[src/rtl/core/lts_pkg.sv]
// Shared sizes and controller/datapath interface types for the LRU tag store.
`timescale 1ns / 1ps
`default_nettype none
package lts_pkg;

  localparam int ENTRIES    = 8;
  localparam int KEY_BITS   = 64;
  localparam int STAMP_BITS = 32;

  localparam int KEY_PORT_BITS = 64;
  localparam int SIZE_BITS     = 17;
  localparam int SLOT_BITS     = 3;
  localparam int IDX_BITS      = (ENTRIES > 1) ? $clog2(ENTRIES) : 1;

  // One stored entry: {stamp, size, key}.
  localparam int ENTRY_BITS = STAMP_BITS + SIZE_BITS + KEY_BITS;
  localparam int KEY_LSB    = 0;
  localparam int SIZE_LSB   = KEY_BITS;
  localparam int STAMP_LSB  = KEY_BITS + SIZE_BITS;

  localparam logic MODE_LOOKUP = 1'b0;
  localparam logic MODE_INSERT = 1'b1;

  typedef logic [IDX_BITS-1:0] idx_t;

  typedef struct packed {
    logic load;     // capture the incoming word and bump the visit counter
    logic rd_en;    // read one entry for the scan
    idx_t rd_addr;
    logic write;    // commit the entry update and present the result
  } lts_cmd_t;

  typedef struct packed {
    logic any_free; // at least one slot is still invalid
  } lts_sts_t;

endpackage
`default_nettype wire

[src/rtl/core/lts_ram.sv]
// Generic single-write, single-read RAM with registered read data.
`timescale 1ns / 1ps
`default_nettype none
module lts_ram #(
  parameter int WIDTH = 8,
  parameter int DEPTH = 8
) (
  input  wire logic                     clk,
  input  wire logic                     we,
  input  wire logic [$clog2(DEPTH)-1:0] waddr,
  input  wire logic [WIDTH-1:0]         wdata,
  input  wire logic                     re,
  input  wire logic [$clog2(DEPTH)-1:0] raddr,
  output      logic [WIDTH-1:0]         rdata
);

  logic [WIDTH-1:0] mem_r [DEPTH];
  logic [WIDTH-1:0] rdata_r;

  always_ff @(posedge clk) begin
    if (we) begin
      mem_r[waddr] <= wdata;
    end
    if (re) begin
      rdata_r <= mem_r[raddr];
    end
  end

  assign rdata = rdata_r;

endmodule
`default_nettype wire

[src/rtl/core/lts_ctrl.sv]
// Sequencer that steps the datapath through load, entry scan and commit.
`timescale 1ns / 1ps
`default_nettype none
module lts_ctrl import lts_pkg::*; (
  input  wire logic     clk,
  input  wire logic     rst_n,
  input  wire logic     start,
  input  wire logic     in_mode,
  input  wire lts_sts_t sts,
  output      lts_cmd_t cmd,
  output      logic     busy
);

  localparam logic [1:0] ST_IDLE  = 2'd0;
  localparam logic [1:0] ST_SCAN  = 2'd1;
  localparam logic [1:0] ST_DRAIN = 2'd2;
  localparam logic [1:0] ST_WRITE = 2'd3;

  localparam idx_t LAST_IDX = IDX_BITS'(ENTRIES - 1);

  logic [1:0] state_r, state_nxt;
  idx_t       scan_r, scan_nxt;

  always_comb begin
    state_nxt   = state_r;
    scan_nxt    = scan_r;
    cmd.load    = 1'b0;
    cmd.rd_en   = 1'b0;
    cmd.rd_addr = scan_r;
    cmd.write   = 1'b0;
    unique case (state_r)
      ST_IDLE: begin
        scan_nxt = '0;
        if (start) begin
          cmd.load = 1'b1;
          // An insert with a free slot needs no scan of the stamps.
          if (in_mode == MODE_INSERT && sts.any_free) begin
            state_nxt = ST_WRITE;
          end else begin
            state_nxt = ST_SCAN;
          end
        end
      end
      ST_SCAN: begin
        cmd.rd_en = 1'b1;
        if (scan_r == LAST_IDX) begin
          state_nxt = ST_DRAIN;
        end else begin
          scan_nxt = scan_r + 1'b1;
        end
      end
      ST_DRAIN: begin
        state_nxt = ST_WRITE;
      end
      ST_WRITE: begin
        cmd.write = 1'b1;
        state_nxt = ST_IDLE;
      end
      default: begin
        state_nxt = ST_IDLE;
      end
    endcase
  end

  always_ff @(posedge clk) begin
    if (!rst_n) begin
      state_r <= ST_IDLE;
      scan_r  <= '0;
    end else begin
      state_r <= state_nxt;
      scan_r  <= scan_nxt;
    end
  end

  assign busy = (state_r != ST_IDLE);

endmodule
`default_nettype wire

[src/rtl/core/lts_dp.sv]
// Datapath: entry store, valid bits, visit counter, scan compare and result registers.
`timescale 1ns / 1ps
`default_nettype none
module lts_dp import lts_pkg::*; (
  input  wire logic                     clk,
  input  wire logic                     rst_n,
  input  wire lts_cmd_t                 cmd,
  input  wire logic                     in_mode,
  input  wire logic [KEY_PORT_BITS-1:0] in_key,
  input  wire logic [SIZE_BITS-1:0]     in_size,
  output      lts_sts_t                 sts,
  output      logic                     out_valid,
  output      logic                     out_hit,
  output      logic [SLOT_BITS-1:0]     out_slot,
  output      logic [SIZE_BITS-1:0]     out_stored_size,
  output      logic                     out_evicted
);

  logic [ENTRIES-1:0]    valid_r;
  logic [STAMP_BITS-1:0] cnt_r;
  logic                  mode_r;
  logic [KEY_BITS-1:0]   key_r;
  logic [SIZE_BITS-1:0]  size_r;

  logic                  cmp_vld_r;
  idx_t                  cmp_idx_r;
  logic                  found_r;
  idx_t                  hit_idx_r;
  logic [SIZE_BITS-1:0]  hit_size_r;
  logic [STAMP_BITS-1:0] best_r;
  idx_t                  best_idx_r;

  logic                  out_valid_r;
  logic                  out_hit_r;
  logic [SLOT_BITS-1:0]  out_slot_r;
  logic [SIZE_BITS-1:0]  out_stored_size_r;
  logic                  out_evicted_r;

  logic [ENTRY_BITS-1:0] rd_data;
  logic [KEY_BITS-1:0]   rd_key;
  logic [SIZE_BITS-1:0]  rd_size;
  logic [STAMP_BITS-1:0] rd_stamp;

  idx_t                  free_idx;
  logic                  any_free;
  idx_t                  wr_idx;
  logic                  wr_en;
  logic [ENTRY_BITS-1:0] wr_data;

  lts_ram #(
    .WIDTH (ENTRY_BITS),
    .DEPTH (ENTRIES)
  ) u_store (
    .clk   (clk),
    .we    (wr_en),
    .waddr (wr_idx),
    .wdata (wr_data),
    .re    (cmd.rd_en),
    .raddr (cmd.rd_addr),
    .rdata (rd_data)
  );

  assign rd_key   = rd_data[KEY_LSB +: KEY_BITS];
  assign rd_size  = rd_data[SIZE_LSB +: SIZE_BITS];
  assign rd_stamp = rd_data[STAMP_LSB +: STAMP_BITS];

  // Lowest-index invalid slot.
  always_comb begin
    free_idx = '0;
    for (int i = ENTRIES - 1; i >= 0; i--) begin
      if (!valid_r[i]) begin
        free_idx = IDX_BITS'(i);
      end
    end
  end

  assign any_free     = ~&valid_r;
  assign sts.any_free = any_free;

  // A lookup rewrites the hit entry with its own key and size and the new stamp.
  always_comb begin
    if (mode_r == MODE_INSERT) begin
      wr_idx  = any_free ? free_idx : best_idx_r;
      wr_en   = cmd.write;
      wr_data = {cnt_r, size_r, key_r};
    end else begin
      wr_idx  = hit_idx_r;
      wr_en   = cmd.write && found_r;
      wr_data = {cnt_r, hit_size_r, key_r};
    end
  end

  always_ff @(posedge clk) begin
    if (!rst_n) begin
      valid_r     <= '0;
      cnt_r       <= '0;
      cmp_vld_r   <= 1'b0;
      out_valid_r <= 1'b0;
    end else begin
      cmp_vld_r   <= cmd.rd_en;
      out_valid_r <= cmd.write;
      if (cmd.load && cnt_r != '1) begin
        cnt_r <= cnt_r + 1'b1;
      end
      if (wr_en) begin
        valid_r[wr_idx] <= 1'b1;
      end
    end
  end

  always_ff @(posedge clk) begin
    cmp_idx_r <= cmd.rd_addr;
    if (cmd.load) begin
      mode_r  <= in_mode;
      key_r   <= in_key[KEY_BITS-1:0];
      size_r  <= in_size;
      found_r <= 1'b0;
    end
    if (cmp_vld_r) begin
      if (!found_r && valid_r[cmp_idx_r] && rd_key == key_r) begin
        found_r    <= 1'b1;
        hit_idx_r  <= cmp_idx_r;
        hit_size_r <= rd_size;
      end
      // Strict compare keeps the lowest index among equal stamps.
      if (cmp_idx_r == '0 || rd_stamp < best_r) begin
        best_r     <= rd_stamp;
        best_idx_r <= cmp_idx_r;
      end
    end
    if (cmd.write) begin
      if (mode_r == MODE_INSERT) begin
        out_hit_r         <= 1'b0;
        out_slot_r        <= SLOT_BITS'(wr_idx);
        out_stored_size_r <= '0;
        out_evicted_r     <= !any_free;
      end else begin
        out_hit_r         <= found_r;
        out_slot_r        <= found_r ? SLOT_BITS'(hit_idx_r) : '0;
        out_stored_size_r <= found_r ? hit_size_r : '0;
        out_evicted_r     <= 1'b0;
      end
    end
  end

  assign out_valid       = out_valid_r;
  assign out_hit         = out_hit_r;
  assign out_slot        = out_slot_r;
  assign out_stored_size = out_stored_size_r;
  assign out_evicted     = out_evicted_r;

endmodule
`default_nettype wire

[src/rtl/core/lru_tag_store_core.sv]
// Top level of the fully associative LRU tag store.
// Usage:
//   Input word: in_mode (0 lookup, 1 insert), in_key and in_size. A word is
//   taken at a rising edge where start is high and busy is low.
//   Result word: out_hit, out_slot, out_stored_size and out_evicted, shown for
//   exactly one cycle while out_valid is high. Every input word yields one result.
//   Each word bumps a saturating visit counter that stamps the touched entry.
//   A lookup or an insert into a full store scans all ENTRIES entries through
//   the single read port of the entry RAM, one entry per cycle, then passes
//   the drain and write states before out_valid is registered high.
//   An insert while a free slot exists skips the scan and goes straight to
//   the write state, from which out_valid is registered high.
//   busy drops in the cycle the result is shown, so the next word can be
//   taken at the edge that ends it; one word is in flight at a time.
//   The receiver cannot stall: each result must be taken in its single cycle.
//   Reset (rst_n low, synchronous) clears the valid bits, the visit counter
//   and the sequencer; entry contents are left as they are and are never
//   used before being written.
`timescale 1ns / 1ps
`default_nettype none
module lru_tag_store_core import lts_pkg::*; (
  input  wire logic                     clk,
  input  wire logic                     rst_n,
  input  wire logic                     start,
  output      logic                     busy,
  input  wire logic                     in_mode,
  input  wire logic [KEY_PORT_BITS-1:0] in_key,
  input  wire logic [SIZE_BITS-1:0]     in_size,
  output      logic                     out_valid,
  output      logic                     out_hit,
  output      logic [SLOT_BITS-1:0]     out_slot,
  output      logic [SIZE_BITS-1:0]     out_stored_size,
  output      logic                     out_evicted
);

  lts_cmd_t cmd;
  lts_sts_t sts;

  lts_ctrl u_ctrl (
    .clk     (clk),
    .rst_n   (rst_n),
    .start   (start),
    .in_mode (in_mode),
    .sts     (sts),
    .cmd     (cmd),
    .busy    (busy)
  );

  lts_dp u_dp (
    .clk             (clk),
    .rst_n           (rst_n),
    .cmd             (cmd),
    .in_mode         (in_mode),
    .in_key          (in_key),
    .in_size         (in_size),
    .sts             (sts),
    .out_valid       (out_valid),
    .out_hit         (out_hit),
    .out_slot        (out_slot),
    .out_stored_size (out_stored_size),
    .out_evicted     (out_evicted)
  );

  // An accepted word always moves the sequencer out of idle.
  a_accept_busy: assert property (@(posedge clk) disable iff (!rst_n)
    (start && !busy) |=> busy)
    else $error("accepted word did not raise busy");

  // A result is never shown in two consecutive cycles.
  a_single_strobe: assert property (@(posedge clk) disable iff (!rst_n)
    out_valid |=> !out_valid)
    else $error("result strobe held for more than one cycle");

  // A result is only shown while no other word is being worked on.
  a_strobe_idle: assert property (@(posedge clk) disable iff (!rst_n)
    out_valid |-> !busy)
    else $error("result shown while sequencer busy");

  // Hit and eviction belong to different operations.
  a_hit_evict: assert property (@(posedge clk) disable iff (!rst_n)
    out_valid |-> !(out_hit && out_evicted))
    else $error("result reports both hit and eviction");

endmodule
`default_nettype wire

[config.mk]
export PLATFORM = sky130hd
export DESIGN_NAME = lru_tag_store_core
export DESIGN_NICKNAME = d
export VERILOG_FILES = /design/src/rtl/core/lts_pkg.sv /design/src/rtl/core/lts_ram.sv /design/src/rtl/core/lts_ctrl.sv /design/src/rtl/core/lts_dp.sv /design/src/rtl/core/lru_tag_store_core.sv
export SDC_FILE = /design/constraint.sdc
export NUM_CORES = 1
export LEC_CHECK = 0
export BUFFER_PORTS_ARGS = -buffer_cell sky130_fd_sc_hd__buf_2
export CORE_MARGIN = 10
export CORE_UTILIZATION = 65
export CTS_CLUSTER_SIZE = 20
export DETAILED_ROUTE_END_ITERATION = 16
export PLACE_DENSITY = 0.84
export SLEW_MARGIN = 20
export SYNTH_ARGS = -nofsm -noshare
export SYNTH_HDL_FRONTEND = slang
export SYNTH_HIERARCHICAL = 1
export SYNTH_SLANG_ARGS = --single-unit
[constraint.sdc]
create_clock -name clk -period 28.5 [get_ports clk]
set_input_delay 4.275 -clock clk [delete_from_list [all_inputs] [get_ports clk]]
set_output_delay 4.275 -clock clk [all_outputs]
set_load 0.02 [all_outputs]
==> flow_summary_export.csv <==
group,metric,value,unit
run_status,status,"finished clean",
hold_path,hp-class,"reg -> reg",
yosys,netlist_area,47000,um2
timing,rsz0062_at_grt,"false",
floorplanning,dieArea,83400,um2
grt,antenna_found_initial,1,
timing,fin_crit_sh,0.211,
layout,area_delta_synth_final,11.2,%
clock_tree,htreeDepth,3,
pwr,ir_worst_vdd,76.8,uV
layout,final_cells,3357,
detailed_routing,ant_nets,0,
critical_path,crit_chain,"inv_1 > ha_1 > inv_2 > buf_2",
clock_tree,cts-root-buf,"clkbuf_16",
pwr,p_sw,1060,uW
pwr,pwr-share-clk,0.345,
floorplanning,core,71600,um2
timing,setup_tns,0,ns
pwr,sequentialPowerShare,0.531,
yosys,yosysUniqueCellTypes,65,
critical_path,crit_buf_inv,3,
detailed_routing,drt_wl_total,102000,um
floorplanning,fp.dieW,289,um
placement,portBuffers,108,
run,max-cap-violations,0,
placement,dp_cells,3148,
clock_tree,cts_buffer_depth,3,
floorplanning,ios,109,
timing,worst_pin_slew,1.20,ns
yosys,synth.most_common_cell,"edfxtp_1",
grt,grt_pass1_wl,154000,um
yosys,yosysWarnings,6,
detailed_routing,drc,0,
timing,fmax,166,MHz
critical_path,critPathKind,"reg -> out",
pwr,p_per_area,83.5,nW/um2
critical_path,r2r_start,"u_dp/mode_r$_DFFE_PP_",
clock_tree,clk_pin_slew,0.06,ns
timing,skew,0.0325,ns
detailed_routing,drt_iter0_drc,2788,
detailed_routing,drtPass1Iterations,5,
critical_path,cp-startpoint,"u_ctrl/state_r[0]$_SDFFE_PN0P_",
layout,drive_above_1_share,0.289,
critical_path,critPathMaxFanout,6,
pwr,internal_power,3300,uW
detailed_routing,post_drt_via_cell_ratio,6.63,
hold_path,hold_start,"u_dp/u_store/rdata[71]$_DFFE_PP_",
critical_path,critPathTopFamily,"flip-flops",
yosys,async_flop_share,0,
grt,grt_max_degree,114,
clock_tree,cts_tree,"built",
grt,first_global_vias,23500,
yosys,synth_edf_count,1176,
critical_path,arrival,1.75,ns
clock_tree,cts_hold_buffers,0,
clock_tree,cts_num_sinks,1227,
yosys,yosys.area.top_type,"edfxtp_1",
timing,hold_viol_final,0,
clock_tree,cts_resized,0,
yosys,synth_common_cells,"edfxtp_1, mux4_2, mux2_4",
pwr,power_frac_comb,0.124,
pwr,p_leak,0.0163,uW
critical_path,start_kind,"register",
critical_path,required,24.23,ns
yosys,avgSynthCellArea,22.0,um2
timing,fin_hold_ws,0.414,ns
detailed_routing,route.detailed.wl_per_inst,30.3,um
yosys,ys_ff_latch,1227,
clock_tree,cts_setup_buffers,0,
clock_tree,numCtsBuffers,110,
timing,fin_crit,6.02,ns
floorplanning,initial_core_util,0.656,
yosys,synthFlopType,"edfxtp_1",
placement,gp_congestion,0.792,
yosys,synth-seq-area-share,0.773,
floorplanning,rows,98,
pwr,swShare,0.243,
timing,setup_viol,0,
yosys,synth.area.top_cells,"edfxtp_1, mux4_2, mux2_4, dfxtp_1, mux2_2",
layout,num_antenna_cells,0,
clock_tree,worstSkewPairLatency,0.67,ns
yosys,syn_nets,2258,
detailed_routing,routed-via-count,22300,
grt,overflow,0,
placement,dpl.hpwl,50000,um
layout,final_nets,2434,
grt,grt.total_usage,0.249,
critical_path,crit_path_top_delay_cell,"dfxtp_1",
timing,slew_headroom,0.198,
critical_path,critPathMaxStageDelay,0.43,ns
yosys,synth_top_area_share,0.752,
timing,finalMaxSlewViolations,0,
floorplanning,die_h,289,um
yosys,syn_inst,2135,
pwr,total_power,4360,uW
critical_path,end_kind,"output pin",
power groups by stage:
stage / Clock [uW] / Combinational, uW / Sequential (uW)
final: 1510 / 542 / 2310
after CTS: 1520 / 545 / 2320
after floorplan: 0 / 425 / 2300
after detailed placement: 0 / 528 / 2350
after global placement: 0 / 510 / 2330
after global routing: 1590 / 579 / 2330
cell usage in the layout, fill, tap and decap left out, types with 4 or more instances in the layout:
master / n
edfxtp_1: 1176
mux4_2: 228
clkbuf_16: 115
buf_2: 108
mux2_4: 73
inv_1: 57
mux2_2: 57
dfxtp_1: 48
ha_1: 37
xnor2_1: 36
nand2_1: 33
xor2_1: 32
buf_4: 28
clkinv_2: 26
nand3_1: 25
clkinv_1: 23
nand4_1: 23
o21ai_0: 23
and3_1: 22
and2_1: 22
clkbuf_1: 18
bufinv_16: 13
nor2_1: 12
or3_1: 12
nor2b_1: 11
a21boi_1: 11
a21o_1: 10
a21oi_1: 9
nor4_1: 9
nor3_1: 8
nand2b_1: 7
clkinvlp_4: 6
nor2_4: 6
o21a_1: 5
o22ai_1: 5
o2111ai_1: 4
and4_1: 4
nor3_2: 4
final timing paths:
kind / cells after the start / endpoint / slack [ns]
setup / recovery: 4 / busy / 22.48
setup reg to reg: 8 / u_dp/u_store/mem_r[5][90]$_DFFE_PP_ / 23.37
hold reg to reg: 0 / u_dp/hit_size_r[7]$_DFFE_PP_ / 0.41
hold / removal: 0 / u_dp/hit_size_r[7]$_DFFE_PP_ / 0.41
layout make-up:
type / instances / area (um2)
multi-input combinational: 774 / 9960
clock inverter: 73 / 717
inverter: 58 / 218
clock buffer: 135 / 2970
fill: 3763 / 19400
sequential: 1227 / 36300
tap: 950 / 1190
timing repair buffer: 140 / 830
per-layer routing:
metal | vias to the layer above | wire, um | GRT usage
met4 | 2 | 3150 | 0.0817
met3 | 227 | 8520 | 0.0421
met5 | - | 12 | 0
met1 | 11600 | 37300 | 0.331
met2 | 1357 | 52600 | 0.421
li1 | 9106 | - | -
metrics by stage:
stage	cell area [um2]	setup WS, ns	utilization
after floorplan	47000	18.68	-
after global placement	48500	21.94	0.677
after detailed placement	48500	21.87	0.677
after CTS	52200	22.46	0.729
after global routing	52200	22.39	0.729
final	52200	22.48	0.729
registers in the layout, indices dropped and copies added, names as in the netlist:
register / cells
u_dp/u_store/mem_r: 904
u_dp/u_store/rdata: 113
u_dp/key_r: 64
u_dp/best_r: 32
u_dp/cnt_r: 32
u_dp/hit_size_r: 17
u_dp/out_stored_size: 17
u_dp/size_r: 17
u_dp/valid_r: 8
u_ctrl/scan_r: 3
u_dp/best_idx_r: 3
u_dp/cmp_idx_r: 3
u_dp/hit_idx_r: 3
u_dp/out_slot: 3
u_ctrl/state_r: 2
u_dp/cmp_vld_r: 1
u_dp/found_r: 1
u_dp/mode_r: 1
u_dp/out_evicted: 1
u_dp/out_hit: 1
u_dp/out_valid: 1
logic make-up (layout without fill, tap and decap cells):
kind of cell    Yosys count  count (layout)  synth area share
compound gates           94              94            0.0141
buf+inv                 134             406            0.0164
xor+xnor                 68              68            0.0127
fa+ha+maj                38              38            0.0101
simple gates            215             215            0.0267
flops                  1227            1227             0.773
mux                     359             359             0.147
Power figures use the tool's default switching activity.
